File: config.mk
export PLATFORM = sky130hd
export DESIGN_NAME = rcss_ctrl
export DESIGN_NICKNAME = d
export VERILOG_FILES = /design/src/rtl/core/rcss_pkg.sv /design/src/rtl/core/rcss_ctrl.sv
export SDC_FILE = /design/constraint.sdc
export NUM_CORES = 1
export LEC_CHECK = 0
export ABC_AREA = 1
export BUFFER_PORTS_ARGS = -buffer_cell sky130_fd_sc_hd__buf_4
export CAP_MARGIN = 20
export CORE_ASPECT_RATIO = 0.75
export CORE_MARGIN = 5
export CORE_UTILIZATION = 45
export DETAILED_ROUTE_END_ITERATION = 7
export PLACE_DENSITY_LB_ADDON = 0.08
export SYNTH_ARGS = -nofsm -noshare
export SYNTH_HDL_FRONTEND = slang
export SYNTH_SLANG_ARGS = --single-unit
File: constraint.sdc
create_clock -name clk -period 1.3 [get_ports clk]
set_input_delay 0 -clock clk [delete_from_list [all_inputs] [get_ports clk]]
set_output_delay 0 -clock clk [all_outputs]
set_load 0.05 [all_outputs]
File: src/rtl/core/rcss_pkg.sv
// shared types and constants of the reverse common substring core
// no dependencies
`default_nettype none

package rcss_pkg;

	localparam int MAX_LEN_DEF = 1024;
	localparam int LEVELS_DEF  = 12;
	localparam logic [7:0] SEP_CHAR = 8'd35;

	localparam int START_W  = 12;
	localparam int LEN_W    = 11;
	localparam int S_DATA_W = 8;
	localparam int M_DATA_W = 24;

	typedef enum logic [4:0] {
		OP_IDLE, OP_LOAD, OP_SEP, OP_MIR_RD, OP_MIR_WR, OP_LVL, OP_CLR,
		OP_PFX_RD, OP_PFX_WR, OP_E_SRC, OP_E_HI, OP_E_LO, OP_E_KEY, OP_E_BKT,
		OP_E_RNK, OP_NEXT_LVL, OP_L_INIT, OP_L_FIRST, OP_L_RDB, OP_L_B,
		OP_L_RX, OP_L_RY, OP_L_CMP, OP_L_END, OP_OUT
	} op_t;

	typedef enum logic [1:0] {PASS_LO, PASS_HI, PASS_RANK} pass_t;

	typedef enum logic [4:0] {
		S_LOAD, S_SEP, S_MIR_RD, S_MIR_WR, S_LVL, S_CLR, S_PFX_RD, S_PFX_WR,
		S_E_SRC, S_E_HI, S_E_LO, S_E_KEY, S_E_BKT, S_E_RNK, S_NEXT_LVL,
		S_L_INIT, S_L_FIRST, S_L_RDB, S_L_B, S_L_TEST, S_L_RX, S_L_RY,
		S_L_CMP, S_L_END, S_DONE
	} state_t;

	typedef struct packed {
		op_t   op;
		pass_t pass;
		logic  scatter;
		logic  i_clr;
	} cmd_t;

	typedef struct packed {
		logic i_last;
		logic sweep_last;
		logic mir_last;
		logic more_lvl;
		logic k_go;
		logic out_busy;
	} stat_t;

endpackage

`default_nettype wire

File: src/rtl/core/rcss_ctrl.sv
// sequencer of the reverse common substring core
// depends on rcss_pkg; drives the datapath through cmd_t, reads stat_t
`default_nettype none

module rcss_ctrl (
	input  wire             clk,
	input  wire             arst_n,
	input  wire             s_tvalid,
	input  wire             s_tlast,
	input  rcss_pkg::stat_t stat,
	output logic            s_tready,
	output rcss_pkg::cmd_t  cmd
);
	import rcss_pkg::*;

	state_t state_q, state_n;
	pass_t  pass_q, pass_n;
	logic   scat_q, scat_n;

	always_ff @(posedge clk or negedge arst_n) begin
		if (!arst_n) begin
			state_q <= S_LOAD;
			pass_q  <= PASS_LO;
			scat_q  <= 1'b0;
		end else begin
			state_q <= state_n;
			pass_q  <= pass_n;
			scat_q  <= scat_n;
		end
	end

	always_comb begin
		state_n     = state_q;
		pass_n      = pass_q;
		scat_n      = scat_q;
		s_tready    = 1'b0;
		cmd.op      = OP_IDLE;
		cmd.pass    = pass_q;
		cmd.scatter = scat_q;
		cmd.i_clr   = 1'b0;
		unique case (state_q)
			S_LOAD: begin
				s_tready = 1'b1;
				if (s_tvalid) begin
					cmd.op = OP_LOAD;
					if (s_tlast)
						state_n = S_SEP;
				end
			end
			S_SEP: begin
				cmd.op  = OP_SEP;
				state_n = S_MIR_RD;
			end
			S_MIR_RD: begin
				cmd.op  = OP_MIR_RD;
				state_n = S_MIR_WR;
			end
			S_MIR_WR: begin
				cmd.op  = OP_MIR_WR;
				state_n = stat.mir_last ? S_LVL : S_MIR_RD;
			end
			S_LVL: begin
				cmd.op    = OP_LVL;
				cmd.i_clr = 1'b1;
				if (stat.more_lvl) begin
					pass_n  = PASS_LO;
					scat_n  = 1'b0;
					state_n = S_CLR;
				end else begin
					state_n = S_L_INIT;
				end
			end
			S_CLR: begin
				cmd.op = OP_CLR;
				if (stat.sweep_last) begin
					cmd.i_clr = 1'b1;
					state_n   = S_E_SRC;
				end
			end
			S_PFX_RD: begin
				cmd.op  = OP_PFX_RD;
				state_n = S_PFX_WR;
			end
			S_PFX_WR: begin
				cmd.op = OP_PFX_WR;
				if (stat.sweep_last) begin
					cmd.i_clr = 1'b1;
					scat_n    = 1'b1;
					state_n   = S_E_SRC;
				end else begin
					state_n = S_PFX_RD;
				end
			end
			S_E_SRC: begin
				cmd.op  = OP_E_SRC;
				state_n = S_E_HI;
			end
			S_E_HI: begin
				cmd.op  = OP_E_HI;
				state_n = S_E_LO;
			end
			S_E_LO: begin
				cmd.op  = OP_E_LO;
				state_n = (pass_q == PASS_RANK) ? S_E_RNK : S_E_KEY;
			end
			S_E_KEY: begin
				cmd.op  = OP_E_KEY;
				state_n = S_E_BKT;
			end
			S_E_BKT: begin
				cmd.op = OP_E_BKT;
				if (stat.i_last) begin
					cmd.i_clr = 1'b1;
					if (!scat_q) begin
						state_n = S_PFX_RD;
					end else if (pass_q == PASS_LO) begin
						pass_n  = PASS_HI;
						scat_n  = 1'b0;
						state_n = S_CLR;
					end else begin
						pass_n  = PASS_RANK;
						state_n = S_E_SRC;
					end
				end else begin
					state_n = S_E_SRC;
				end
			end
			S_E_RNK: begin
				cmd.op = OP_E_RNK;
				if (stat.i_last) begin
					cmd.i_clr = 1'b1;
					state_n   = S_NEXT_LVL;
				end else begin
					state_n = S_E_SRC;
				end
			end
			S_NEXT_LVL: begin
				cmd.op  = OP_NEXT_LVL;
				state_n = S_LVL;
			end
			S_L_INIT: begin
				cmd.op  = OP_L_INIT;
				state_n = S_L_FIRST;
			end
			S_L_FIRST: begin
				cmd.op  = OP_L_FIRST;
				state_n = S_L_RDB;
			end
			S_L_RDB: begin
				cmd.op  = OP_L_RDB;
				state_n = S_L_B;
			end
			S_L_B: begin
				cmd.op  = OP_L_B;
				state_n = S_L_TEST;
			end
			S_L_TEST: begin
				state_n = stat.k_go ? S_L_RX : S_L_END;
			end
			S_L_RX: begin
				cmd.op  = OP_L_RX;
				state_n = S_L_RY;
			end
			S_L_RY: begin
				cmd.op  = OP_L_RY;
				state_n = S_L_CMP;
			end
			S_L_CMP: begin
				cmd.op  = OP_L_CMP;
				state_n = S_L_TEST;
			end
			S_L_END: begin
				cmd.op  = OP_L_END;
				state_n = stat.i_last ? S_DONE : S_L_RDB;
			end
			S_DONE: begin
				if (!stat.out_busy) begin
					cmd.op  = OP_OUT;
					state_n = S_LOAD;
				end
			end
			default: state_n = S_LOAD;
		endcase
	end

endmodule

`default_nettype wire

# Word-level counts from Yosys, hierarchy flattened
# Cells that the tools add are included.
[totals]
register_bits = 8
latchBits = 0
ram_bits = 0
romBits = 0
in_bits = 10
out_inout_bits = 10
word_cells = 79
memories = 0
[op_classes]
addsub = 0
multipliers = 0
n_div = 0
magnitude_cmp = 0
n_eq_ne = 33
shifts = 0
mux = 33
n_bitwise = 0
reduce_logical = 10
[op_table]
columns = ["cell", "n"]
rows = [
  ["5-bit case mux with 24 select lines", 2],
  ["5-bit equality test, second input constant", 9],
  ["5-bit by 4-bit equality test with 1-bit output, second input constant", 8],
  ["5-bit 2-to-1 mux", 6],
  ["5-bit by 3-bit equality test with 1-bit output, second input constant", 4],
  ["4-bit 2-to-1 mux", 5],
  ["2-bit != test, second input constant", 8],
  ["4-bit AND reduction", 3],
  ["5-bit by 2-bit equality test with 1-bit output, second input constant", 2],
  ["2-bit 2-to-1 mux", 5],
  ["1-bit 2-to-1 mux", 9],
  ["3-bit 2-to-1 mux", 3],
  ["1-bit case mux with 3 select lines", 2],
  ["2-bit OR reduction", 3],
  ["5-bit by 1-bit equality test with 1-bit output, second input constant", 1],
  ["5-bit logical NOT", 1],
  ["2-bit case mux with 2 select lines", 1],
  ["3-bit nonzero test", 1],
  ["2-bit equality test, second input constant", 1],
  ["2-bit logical NOT", 1],
  ["2-bit nonzero test", 1],
]

# Logic depth before layout (Yosys ltp)
# Gate-level depths: netlist of run 1.
[depth]
ltp_word = 5
mapped_depth = 11
mapped_depth_nobuf = 10

# Worst setup path before layout of run 1
# OpenSTA, ideal clock, no wires.
[synth_timing]
kind = "reg-to-output"
startpoint = "register state_q[2]"
endpoint = "output port cmd[4] (netlist bit)"
t_arrival_ns = 1.831
required_time_ns = 1.300
slack_ns = -0.531
path_stages_with_launch = 7
path_buffers = 1
path_cell_list = "dfrtp_1 buf_4 nor2_2 inv_2 nor2_2 a21oi_1 o2111ai_1"
[synth_lines]
columns = ["element", "line", "rtl"]
rows = [
  ["start: declaration", "rcss_ctrl.sv:16", "state_t state_q, state_n;"],
  ["start signal: assignment", "rcss_ctrl.sv:26", "state_q <= state_n;"],
  ["end: declaration", "rcss_ctrl.sv:12", "output rcss_pkg::cmd_t cmd"],
]

==> results of run 1 <==
## through the flow
stage,total power (uW),hold WS [ps],TNS (ps)
final,5090,69.1,-3760
after global placement,3770,-177,-1330
after CTS,4440,49.0,-3340
after floorplan,2700,-296,-1180
after detailed placement,3790,-175,-1420
after global routing,5310,73.5,-4610
## final cells by class
cell class | instances | area, um^2 | share of cell area [%]
well taps | 34 | 42.5 | 2.19
multi-input cells | 136 | 922 | 47.5
flip-flops and latches | 8 | 206 | 10.6
clock buffers | 4 | 26.3 | 1.35
repair buffers | 70 | 633 | 32.6
inverters | 24 | 113 | 5.80
## state kept, by name (all words and copies together) (netlist names)
signal,cells
state_q,5
pass_q,2
scat_q,1
## how the worst min path moves through the flow
stage | end | depth (start not counted) | slack [ps]
floorplan | pass_q[0] | 0 | -300
global placement | state_q[4] | 1 | -180
detailed placement | state_q[4] | 1 | -170
CTS | state_q[0] | 4 | 50
global route | state_q[0] | 4 | 70
finish | state_q[0] | 4 | 70
## layer usage
| metal | GRT usage [%] | share of wire (%) | wire [um] | vias up |
|---|---|---|---|---|
| li1 | - | - | - | 703 |
| met1 | 35.7 | 39 | 1900 | 706 |
| met2 | 43.2 | 44 | 2140 | 132 |
| met3 | 1.29 | 11 | 524 | 45 |
| met4 | 7.09 | 5.5 | 267 | 0 |
| met5 | 0 | 0 | 0 | - |
## cells by family after synthesis
logic type,Yosys count
simple gates,119
buf+inv,29
compound gates,17
flops,8
## cell usage after synthesis (all sizes together)
cell type / number / area [um^2]
nand2: 51 / 219
nor2: 32 / 186
nand3: 26 / 158
inv: 23 / 88.8
dfrtp: 8 / 200
a21oi: 6 / 33.8
o21ai: 6 / 33.8
buf: 5 / 38.8
nand4: 4 / 25.0
nor3: 4 / 25.0
o211ai: 3 / 22.5
nand3b: 2 / 18.8
clkinv: 1 / 8.76
o2111ai: 1 / 8.76
o21bai: 1 / 7.51
## critical path, cell delays in order (launching register included)
cell and delay, ps:
dfrtp_2 490, nor2_2 250, inv_2 130, nor2_4 200
a21oi_2 90, o2111ai_2 70, buf_6 190
## power groups by stage
stage / clock network (uW) / logic (uW) / registers [uW]
finish: 211 / 4330 / 551
global route: 226 / 4530 / 551
CTS: 214 / 3700 / 530
detailed placement: 0 / 3270 / 522
global placement: 0 / 3260 / 516
floorplan: 0 / 2260 / 443
## timing repair
action / CTS / global route
setup endpoints to repair: 15 / 15
endpoints found under the hold margin: 8 / 0
buffers inserted: 14 / 9
pin swaps: 14 / 16
hold buffers: 1 / 0
gates resized for setup: 33 / 35
==> results.md, run 1 <==
* Status: finished with violations
* Failing checks: negative setup slack
* Initial Utilization at 46.9%
* # DRC at 0
* Mapped Nets at 183
* Worst-margin pin slew at 291 ps
* Mux share of post-synthesis cell area at 0%
* RR Startpoint: state_q[2]
* Int Pwr at 2240 uW
* Syn Inst Count at 173
* Max Root-Sink Buffers at 2
* Max-cap violations at 0
* Seq cells post-synth at 8
* Leakage at 0.00101 uW
* R2R depth at 9
* Pre-CTS WS at -162 ps
* Cells after DPL at 251
* Worst EP arrival at 1670 ps
* Cell area after layout at 0.00194 mm^2
* First drt pass iteration count at 6
* Die height at 52.3 um
* Core area at 0.00229 mm^2
* Synth Area per Inst at 6.21 um^2
* Row Count at 15
* Fin crit share at 129%
* Initial antenna violation count at 0
* Comb pwr share at 85.0%
* Vias per cell at 5.75
* Htree depth at 1
* Layout Cells excl Fill at 276
* Commonest cells after routing, fill and taps aside: buf_4 (49), nand2_1 (33), nand3_1 (18), buf_6 (16)
* 1st-iter DRT viols at 162
* Clock skew at 7.75 ps
* Root Driver: clkbuf_4
* Post-Synth XOR/XNOR Area at 0%
* Yosys warning total at 0
* All-Layer GR Usage at 25.7%
* Net switching power figure at 2860 uW
* Sequential share of power at 10.8%
* Seq/Total Area, Yosys at 18.6%
* I/O Buffers at 19
* DR WL/cell at 17.5 um
* Slew Limit Fails at 0
* Worst Setup Start Kind: flip-flop
* Slack of the worst reg-to-reg path at -270 ps
* Worst EP required at 1300 ps
* Clock slew at reported path FFs at 60 ps
* Post-Synth Adder-Cell Area at 0%
* Largest family of logic cells by synthesized area: simple AND/OR/NAND/NOR gates
* Latest clock arrival within the worst-skew pair at 260 ps
* Final setup fails at 14
* Critical Setup Path Class: reg2out
* Simple-gate portion of the synthesized area at 58.8%
* First-pass GRT wire length at 6730 um
* Crit Path Max Fanout at 6
* Gr ovfl total at 0
* CP endpoint kind: output pin
* Rel. slew slack at 80.4%
* Synth Area in Compound Gates at 9.90%
* RSZ-0062 raised after global routing: true
* TritonCTS clock tree: built
* Via count at 1586
* Final WL at 4830 um
* Synthesized area at 0.00107 mm^2
* Most common cell after layout, fill and taps aside: buf_4
* Min Clock Period, post-route at 1670 ps
* Final core occ at 84.9%
* Setup crit start: state_q[2]
* Power Density at 2620 mW/mm^2
* Vias in the first global route at 1389
* Final Hold Fails at 0
* Switch share at 56.1%
* Fillcell total at 129
* Placed cell area at 0.00151 mm^2
* Io pins at 20
* Die X-Extent at 66.4 um
* Synth unique cells at 31
* Hpwl dp at 2980 um
* Number of routed nets with antenna violations at 0
* Ant. Diodes at 0
* Final Worst Setup Slack at -371 ps
* GPL Wtd Cong at 0.971
* Worst Hold Launch: stat[4]
* Layout Nets at 253
* HP Class: in2reg
* Largest net degree at the start of global routing at 9
* Share of cells above drive strength 1 at 58.7%
* Clk sinks at 8
* Reg-to-reg endpoint: scat_q
* Die footprint at 0.00348 mm^2
* CTS Buf Count at 3
* Area growth syn-to-layout at 80.8%
* Worst Setup EP: cmd[4]
* Clock share of power at 4.1%
* VDD IR max at 1.83 mV
* Highest achievable clock rate at 0.598 GHz
Note: power is estimated with default switching activity, not from simulation.
==> run 2: changes to the inputs <==
--- a/config.mk
+++ b/config.mk
@@ -13,6 +13,8 @@
 export CORE_UTILIZATION = 45
 export DETAILED_ROUTE_END_ITERATION = 7
 export PLACE_DENSITY_LB_ADDON = 0.08
+export RECOVER_POWER = 100
+export REMOVE_ABC_BUFFERS = 1
 export SYNTH_ARGS = -nofsm -noshare
 export SYNTH_HDL_FRONTEND = slang
 export SYNTH_SLANG_ARGS = --single-unit
==> run 2 against run 1 <==
Effect of this change: the flow still finishes with violations (negative setup slack); final cell count is 2.2% higher; design area is 3.0% higher; maximum frequency is 1.5% lower; sequential power is 6.2% lower; first-iteration DRC count is 81% higher; clock-buffer cell count is 1 lower; die area stayed put; global-route usage is 4.7 points higher; register-to-register slack worse by 130 ps; critical path depth is 2 higher; total power is 10% higher; sequential share of layout area is 0.37 points lower.
==> results.md, run 2 (synthesis gave the netlist of run 1 again) <==
* Status: finished with violations
* Failing checks: negative setup slack
* Met1 Use GR at 36.4% (+0.61 points)
* Critical-path cell list: buf_4 -> nand2_2 -> inv_2 -> nand2_2 -> nand3_1 -> nor2_1 -> nand3_1 -> buf_6
* Final core occ at 87.4% (+2.6 points)
* Share of cells above drive strength 1 at 62.1% (+3.4 points)
* Met2 Usage GRT at 49.6% (+6.4 points)
* Row Count at 15 (unchanged)
* Min Clock Period, post-route at 1700 ps (+25.6 ps)
* CTS Buf Count at 3 (unchanged)
* Worst EP arrival at 1700 ps (+30 ps)
* First drt pass iteration count at 5 (-1)
* Worst Setup Start Kind: flip-flop
* Die X-Extent at 66.4 um (unchanged)
* Slew Limit Fails at 0 (unchanged)
* Final setup fails at 15 (+1)
* DR WL/cell at 21.6 um (+23%)
* Clock slew at reported path FFs at 60 ps (about the same)
* Final Hold Fails at 0 (unchanged)
* Root Driver: clkbuf_4
* Vias in the first global route at 1646 (+19%)
* Initial Utilization at 46.9% (unchanged)
* Via count at 1778 (+12%)
* Io pins at 20 (unchanged)
* Clock skew at 9.98 ps (+2.24 ps)
* Biggest register: state_q
* CP max stage cell: dfrtp_2
* CP top delay family: simple AND/OR/NAND/NOR gates
* Most common cell after layout, fill and taps aside: buf_4
* Crit Path Max Fanout at 6 (unchanged)
* Gr ovfl total at 0 (unchanged)
* 1st-iter DRT viols at 294 (+81%)
* Layout Nets at 260 (+2.8%)
* First-pass GRT wire length at 7780 um (+16%)
* Fillcell total at 124 (-3.9%)
* VDD IR max at 2.09 mV (+14%)
* Initial antenna violation count at 0 (unchanged)
* Buffer and inverter count on the worst path at 3 (+1)
* Hpwl dp at 3030 um (+1.7%)
* TritonCTS clock tree: built
* Max reg flops at 5 (unchanged)
* HP Class: in2reg
* Slowest stage delay, CP at 450 ps (-40 ps)
* Highest achievable clock rate at 0.589 GHz (-1.5%)
* Worst EP required at 1300 ps (about the same)
* Final WL at 6080 um (+26%)
* Die height at 52.3 um (unchanged)
* Regs by FF count: state_q (5), pass_q (2), scat_q (1)
* Commonest cells after routing, fill and taps aside: buf_4 (51), nand2_1 (27), nand2_2 (18), nand3_1 (18), buf_6 (18)
* Fin crit share at 131% (+2.0 points)
* Max Root-Sink Buffers at 2 (unchanged)
* GPL Wtd Cong at 0.918 (-5.4%)
* Pre-CTS WS at -227 ps (-65.0 ps)
* Clk sinks at 8 (unchanged)
* Ant. Diodes at 0 (unchanged)
* Latest clock arrival within the worst-skew pair at 260 ps (about the same)
* Core area at 0.00229 mm^2 (unchanged)
* # DRC at 0 (unchanged)
* Largest net degree at the start of global routing at 9 (unchanged)
* Htree depth at 1 (unchanged)
* Gr busiest metal: met2
* Vias per cell at 6.30 (+9.7%)
* CP endpoint kind: output pin
* Number of routed nets with antenna violations at 0 (unchanged)
* Leakage at 0.000997 uW (-0.83%)
* Critical Setup Path Class: reg2out
* Final Worst Setup Slack at -397 ps (-25.6 ps)
* Power Density at 2800 mW/mm^2 (+6.8%)
* RSZ-0062 raised after global routing: true
* All-Layer GR Usage at 30.4% (+4.7 points)
* Worst-margin pin slew at 600 ps (+309 ps)
* Die footprint at 0.00348 mm^2 (unchanged)
* I/O Buffers at 19 (unchanged)
* Max-cap violations at 0 (unchanged)
* Met3 Track Usage GR at 8.37% (+7.1 points)
* Area growth syn-to-layout at 86.3%
* Rel. slew slack at 60.2% (-20 points)
[run 2: worst reg2reg max path: stages, from the launching register on]
cell and delay (ps):
dfrtp_2 450, buf_6 170, nor2_4 180, nand2_2 100, buf_4 150, buf_6 100, nand2_1 60, nand2_1 60
nand2_1 80, nor2_2 60, nand2_2 110, nand2_2 70, nand2_1 60
[run 2: what timing repair did]
item / CTS / global route
resized for setup: 59 / 27
endpoints found under the hold margin: 8 / 0
pin swaps: 31 / 19
setup endpoints to repair: 15 / 15
hold buffers: 1 / 0
setup buffers: 23 / 6
[run 2: final timing paths]
check / startpoint / to / slack, ps / cells after the start
max reg2reg: state_q[2] / state_q[3] / -400 / 12
min reg2reg: pass_q[0] / pass_q[0] / 620 / 2
max in group asynchronous: arst_n / state_q[0] / 750 / 2
max: state_q[1] / cmd[5] / -400 / 8
min: stat[5] / state_q[1] / 120 / 3
min in group asynchronous: arst_n / pass_q[1] / 210 / 2
[run 2: metal layers]
| metal | up-vias | share of wire [%] |
|---|---|---|
| met4 | 0 | 8.1 |
| li1 | 711 | - |
| met5 | - | 0 |
| met3 | 68 | 13 |
| met2 | 174 | 42 |
| met1 | 825 | 37 |
[run 2: cell type report]
type / instances / area (um^2) / area share, %
Multi-Input combinational cell: 136 / 946 / 47.2
Sequential cell: 8 / 205 / 10.3
Clock buffer: 3 / 22.5 / 1.13
Tap cell: 34 / 42.5 / 2.13
Timing Repair Buffer: 77 / 668 / 33.4
Inverter: 24 / 118 / 5.88
[run 2: report_power, final]
part | internal, uW | switching [uW] | leakage, uW | total, uW
sequential | 347 | 171 | 0.000101 | 517
combinational | 1980 | 2910 | 0.000882 | 4890
clock | 106 | 90.2 | 0.0000138 | 196
total | 2440 | 3170 | 0.000997 | 5600
[run 2: stage by stage]
step	TNS [ps]	cells	cell area [um^2]	hold slack [ps]	total power, uW
after floorplan	-2750	168	1040	-296	2440
after global placement	-2070	251	1450	-177	3600
after detailed placement	-2140	251	1450	-178	3620
after CTS	-2490	277	1880	74.4	4900
after global routing	-5140	282	2000	101	5800
final	-4320	282	2000	122	5600
